`src/srmc_pkg.sv`:
```
// Types and constants of the sixteen-bit register machine core.
package srmc_pkg;

  localparam int WORD_W    = 16;
  localparam int ADDR_W    = 8;
  localparam int REG_IDX_W = 4;
  localparam int REG_COUNT = 16;

  localparam logic [ADDR_W-1:0] PC_LAST     = 8'hFF;
  localparam logic [ADDR_W-1:0] START_RESET = 8'h10;

  // Item modes.
  localparam logic [2:0] MODE_WRITE    = 3'd0;
  localparam logic [2:0] MODE_EXEC     = 3'd1;
  localparam logic [2:0] MODE_READ_REG = 3'd2;
  localparam logic [2:0] MODE_READ_MEM = 3'd3;
  localparam logic [2:0] MODE_RESTART  = 3'd4;

  // Opcodes.
  localparam logic [3:0] OP_HALT   = 4'h0;
  localparam logic [3:0] OP_ADD    = 4'h1;
  localparam logic [3:0] OP_SUB    = 4'h2;
  localparam logic [3:0] OP_AND    = 4'h3;
  localparam logic [3:0] OP_XOR    = 4'h4;
  localparam logic [3:0] OP_SHL    = 4'h5;
  localparam logic [3:0] OP_SRA    = 4'h6;
  localparam logic [3:0] OP_LDA    = 4'h7;
  localparam logic [3:0] OP_LOAD   = 4'h8;
  localparam logic [3:0] OP_STORE  = 4'h9;
  localparam logic [3:0] OP_LOADI  = 4'hA;
  localparam logic [3:0] OP_STOREI = 4'hB;
  localparam logic [3:0] OP_BZ     = 4'hC;
  localparam logic [3:0] OP_BP     = 4'hD;
  localparam logic [3:0] OP_JR     = 4'hE;
  localparam logic [3:0] OP_JAL    = 4'hF;

  // Stage at which an item is committed.
  localparam logic [1:0] STAGE_DECODE = 2'd0;
  localparam logic [1:0] STAGE_EXEC   = 2'd1;
  localparam logic [1:0] STAGE_MEM    = 2'd2;

  typedef struct packed {
    logic [2:0]        mode;
    logic [ADDR_W-1:0] address;
    logic [WORD_W-1:0] data;
  } item_t;

  typedef struct packed {
    logic [WORD_W-1:0]    read_data;
    logic [ADDR_W-1:0]    pc_after;
    logic                 halted;
    logic                 reg_written;
    logic [REG_IDX_W-1:0] reg_index;
    logic [WORD_W-1:0]    reg_value;
    logic                 mem_written;
    logic [ADDR_W-1:0]    mem_address;
    logic [WORD_W-1:0]    mem_value;
  } result_t;

  typedef struct packed {
    logic       load_item;
    logic       clear;
    logic       fetch;
    logic       decode;
    logic       mem_read;
    logic       commit;
    logic [1:0] stage;
  } cmd_t;

  typedef struct packed {
    logic clear_last;
    logic exec_mode;
    logic halt_now;
    logic needs_mem;
    logic out_free;
  } status_t;

endpackage

```
`src/srmc_controller.sv`:
```
// Sequencer for clearing, fetch, decode, execute and memory stages.
module srmc_controller import srmc_pkg::*; (
  input  logic    clk,
  input  logic    rst,
  input  logic    in_valid,
  output logic    in_ready,
  input  status_t status,
  output cmd_t    cmd
);

  localparam logic [2:0] S_CLEAR  = 3'd0;
  localparam logic [2:0] S_IDLE   = 3'd1;
  localparam logic [2:0] S_FETCH  = 3'd2;
  localparam logic [2:0] S_DECODE = 3'd3;
  localparam logic [2:0] S_EXEC   = 3'd4;
  localparam logic [2:0] S_MEM    = 3'd5;

  logic [2:0] state;
  logic [2:0] state_next;

  always_ff @(posedge clk) begin
    if (rst) begin
      state <= S_CLEAR;
    end else begin
      state <= state_next;
    end
  end

  assign in_ready = (state == S_IDLE);

  always_comb begin
    cmd        = '0;
    state_next = state;
    unique case (state)
      S_CLEAR: begin
        cmd.clear = 1'b1;
        if (status.clear_last) state_next = S_IDLE;
      end
      S_IDLE: begin
        if (in_valid) begin
          cmd.load_item = 1'b1;
          state_next    = S_FETCH;
        end
      end
      S_FETCH: begin
        cmd.fetch  = 1'b1;
        state_next = S_DECODE;
      end
      S_DECODE: begin
        if (status.exec_mode && !status.halt_now) begin
          cmd.decode = 1'b1;
          state_next = S_EXEC;
        end else if (status.out_free) begin
          cmd.commit = 1'b1;
          cmd.stage  = STAGE_DECODE;
          state_next = S_IDLE;
        end
      end
      S_EXEC: begin
        if (status.needs_mem) begin
          cmd.mem_read = 1'b1;
          state_next   = S_MEM;
        end else if (status.out_free) begin
          cmd.commit = 1'b1;
          cmd.stage  = STAGE_EXEC;
          state_next = S_IDLE;
        end
      end
      S_MEM: begin
        if (status.out_free) begin
          cmd.commit = 1'b1;
          cmd.stage  = STAGE_MEM;
          state_next = S_IDLE;
        end
      end
      default: begin
        state_next = S_IDLE;
      end
    endcase
  end

endmodule

```
`config.mk`:
```
export PLATFORM = sky130hd
export DESIGN_NAME = srmc_controller
export DESIGN_NICKNAME = d
export VERILOG_FILES = /design/src/srmc_pkg.sv /design/src/srmc_controller.sv
export SDC_FILE = /design/constraint.sdc
export NUM_CORES = 1
export LEC_CHECK = 0
export ABC_AREA = 0
export BUFFER_PORTS_ARGS = -buffer_cell sky130_fd_sc_hd__buf_4
export CORE_AREA = 2 2 39 41
export CTS_BUF_LIST = sky130_fd_sc_hd__clkbuf_8
export DETAILED_ROUTE_END_ITERATION = 6
export DIE_AREA = 0 0 41 43
export PLACE_DENSITY = 0.46
export REMOVE_ABC_BUFFERS = 1
export SLEW_MARGIN = 25
export SYNTH_ARGS = -nofsm -noshare
export SYNTH_HDL_FRONTEND = slang
export SYNTH_SLANG_ARGS = --single-unit
```
`constraint.sdc`:
```
create_clock -name clk -period 1.6 [get_ports clk]
set_clock_uncertainty 0.05 [all_clocks]
set_input_delay 0.08 -clock clk [delete_from_list [all_inputs] [get_ports clk]]
set_output_delay 0.08 -clock clk [all_outputs]
set_load 0.05 [all_outputs]
```
# Word-level counts from Yosys, hierarchy flattened
# Cells that the tools add are included.
# word_totals
regBits,3
out_inout_bits,9
elab_cells,32
# op_classes
n_eq_ne,7
mux,20
reduce_logical,4
# op_table
op,n
two-way mux 3 bit,10
one-hot mux 3 bit (6 select lines),1
one-hot mux 3 bit (3 select lines),1
two-way mux 1 bit,8
== test 3 x 2 -> 1 bit (second input constant),2
== test 3 bit (second input constant),2
inequality test 2 bit (second input constant),2
== test 3 x 1 -> 1 bit (second input constant),1
zero test 3 bit,1
AND reduction 2 bit,1
logical AND 1 bit,1
zero test 1 bit,1

# Longest topological paths before layout
# logic_depth
ltp_word,4
ltp_mapped,5
depth_no_buf,5

# Worst setup path before layout
# OpenSTA, ideal clock, no wires.
# synth_timing
path_type,flip-flop to output port
from,register state[2]
to,output port cmd[0] in the netlist's numbering
arrival_ps,2337
t_required_ps,1470
path_slack_ps,-867
stages_incl_launch_ff,4
n_path_buf,0
path_cell_list,dfxtp_1 nor2b_2 nand2_1 nor4b_1
# synth_lines
item,line,source
"start, declared",srmc_controller.sv:18,logic [2:0] state;
"start signal, assigned",srmc_controller.sv:25,state <= state_next;
"end, declared",srmc_controller.sv:8,output cmd_t cmd

==> results_dict.tcl <==
set metrics [dict create \
    status "finished, final reports clean" \
    crit_type "flop to output port" \
    avgSynthCellArea_um2 7.57 \
    largest_reg_flops 3 \
    yosys.area_share.simple_pct 38.4 \
    worst_hold_slack_ns 0.161 \
    drtAntennaViolNets 0 \
    via_per_inst 4.60 \
    htree_levels 1 \
    clock_latency_ns 0.21 \
    finalHoldViolCount 0 \
    yosysSeqAreaShare_pct 21.4 \
    grt-ovfl-total 0 \
    start_util_pct 20.3 \
    fp.dieH_um 43 \
    p_total_mw 0.369 \
    mostFrequentLayoutCells "16 x buf_4, 5 x inv_1, 3 x o21ai_0, 3 x a21oi_1, 3 x clkbuf_8" \
    reg2reg_depth 3 \
    nFillCells 157 \
    reg_top3 "state x3" \
    cp.required_ns 1.47 \
    drc_errors 0 \
    power_density_nw_per_um2 757 \
    layout_commonest_cell "buf_4" \
    dieArea_um2 1760 \
    critPathCaptureType "output port" \
    wire_per_inst_um 9.93 \
    slew-limit-headroom_pct 70.9 \
    vdd_drop_max_uv 460 \
    r2r_end "state[0]" \
    slew_viol_final 0 \
    synthAdderAreaFrac_pct 4.46 \
    cp_max_fo 7 \
    cts_sinks 3 \
    antenna_cells 0 \
    synth_top_family_by_area "simple AND/OR/NAND/NOR gates" \
    hold_class "input pin to flop" \
    syn_area_um2 280 \
    finalSetupViolations 0 \
    antenna_found_initial 0 \
    ios 17 \
    drive_above_1_share_pct 45.6 \
    place_congestion 0.685 \
    cap_violations 0 \
    postLayoutCellArea_um2 488 \
    grt_pass1_wl_mm 1.20 \
    fmax_mhz 655 \
    tns_ns 0 \
    min_to "state[0]" \
    ys_types 24 \
    nNetsFinal 67 \
    ys_seq_elements 3 \
    cts_tree "done" \
    drtIter0Drc 1 \
    cts_buffers 3 \
    grt_usage_pct 9.93 \
    routed_wl_um 725 \
    io_buffer_count 16 \
    first_global_vias 303 \
    die_x_um 41 \
    cp-start-kind "flop" \
    r2r_slack_ns 0.24 \
    arrival_ns 1.40 \
    place_area_um2 417 \
    tightestPinTransition_ns 0.435 \
    layout.cells.non_filler 73 \
    clk_pin_slew_ns 0.03 \
    r2r-start "state[0]" \
    dr.pass1.iters 4 \
    rows 14 \
    grt_max_degree 16 \
    vias 336 \
    hold_depth 3 \
    synth_cells 37 \
    syn2layout_area_growth_pct 74.1 \
    fp.coreArea_um2 1380 \
    ys_warn_count 0 \
    cellLeakagePower_nw 0.217 \
    clk_path_buf_depth 2 \
    fin_crit_sh_pct 95.4 \
    placedCellCount 68 \
    regMostFlops "state" \
    muxShareOfSynthArea_pct 0 \
    dpl.hpwl_um 561 \
    period_minus_slack_ns 1.53 \
    min-delay-start "status[1]" \
    yosys.area_share.xor_xnor_pct 0 \
    synth_compound_area_share_pct 29.0 \
    rsz0062_at_grt "no" \
    root_buffer "clkbuf_8" \
]
==> cells by family (layout without fill, tap and decap cells) <==
family,count (synthesis),in the layout
AND/OR/NAND/NOR,16,16
adder cells (fa/ha/maj),1,1
buffers and inverters,5,25
flip-flops,3,3
AO/OA/AOI/OAI,12,12
==> Yosys cell counts <==
cell | count | area (um2)
nor2_1 | 2 | 7.51
nor4b_1 | 1 | 8.76
o2bb2ai_1 | 1 | 8.76
nor3b_1 | 1 | 7.51
nand2b_1 | 1 | 6.26
o21ai_0 | 3 | 15.0
o31a_1 | 2 | 17.5
a21oi_1 | 3 | 15.0
a21oi_2 | 1 | 8.76
clkbuf_1 | 1 | 3.75
nor2b_2 | 1 | 8.76
o211ai_1 | 1 | 7.51
dfxtp_1 | 3 | 60.1
nor4_1 | 1 | 6.26
nand2_1 | 1 | 3.75
and3_1 | 2 | 12.5
a32oi_1 | 1 | 8.76
nor3_2 | 1 | 10.0
and4bb_2 | 1 | 12.5
inv_1 | 4 | 15.0
and2_1 | 1 | 6.26
ha_1 | 1 | 12.5
nor2b_1 | 2 | 12.5
nor3_1 | 1 | 5.00
==> metal layers <==
layer  global-route usage [%]  wire length, um  vias up
li1                         -                -      178
met1                     13.1              335      146
met2                     13.4              322       12
met3                     4.71               67        0
met4                     4.00                0        0
met5                        0                0        -
==> power breakdown <==
| part | total (mW) | switching, mW | internal [mW] |
|---|---|---|---|
| combinational | 0.0757 | 0.0450 | 0.0306 |
| sequential | 0.0859 | 0.00902 | 0.0769 |
| clock | 0.208 | 0.0448 | 0.163 |
==> worst max-delay path by stage <==
stage | from | to | slack [ns]
floorplan | state[2] | cmd[0] | -0.87
global placement | state[2] | cmd[0] | 0.14
detailed placement | state[2] | cmd[0] | 0.16
CTS | state[1] | cmd[2] | 0.04
global route | state[1] | cmd[2] | 0.002
finish | state[1] | cmd[2] | 0.07
==> through the flow <==
| stage | util (%) | worst slack [ns] |
|---|---|---|
| 2_1_floorplan | - | -0.867 |
| 3_3_place_gp | 30.1 | 0.143 |
| 3_5_place_dp | 30.1 | 0.160 |
| 4_1_cts | 34.6 | 0.0430 |
| 5_1_grt | 35.3 | 0.00236 |
| 6_report | 35.3 | 0.0736 |
==> layout make-up <==
class	instances	area, um2	area share (%)
multi-input combinational	29	213	43.6
timing repair buffer	17	130	26.7
sequential	3	65.1	13.3
clock buffer	3	41.3	8.46
tap	16	20.0	4.10
inverter	4	15.0	3.08
clock inverter	1	3.75	0.769
==> what timing repair did <==
action	4_1_cts	5_1_grt
endpoints found under the hold margin	2	0
hold buffers	1	0
resized for setup	3	2
pin swaps	0	1
endpoints found under the setup margin	2	2
setup buffers	0	0
==> critical path, stage by stage (launching register included) <==
cell and delay [ns]:
dfxtp_4 0.37, inv_1 0.05, ha_1 0.22, o2bb2ai_1 0.13
a32oi_1 0.16, nor2b_1 0.06, buf_4 0.19
No activity file was read; power rests on OpenSTA's default activity.
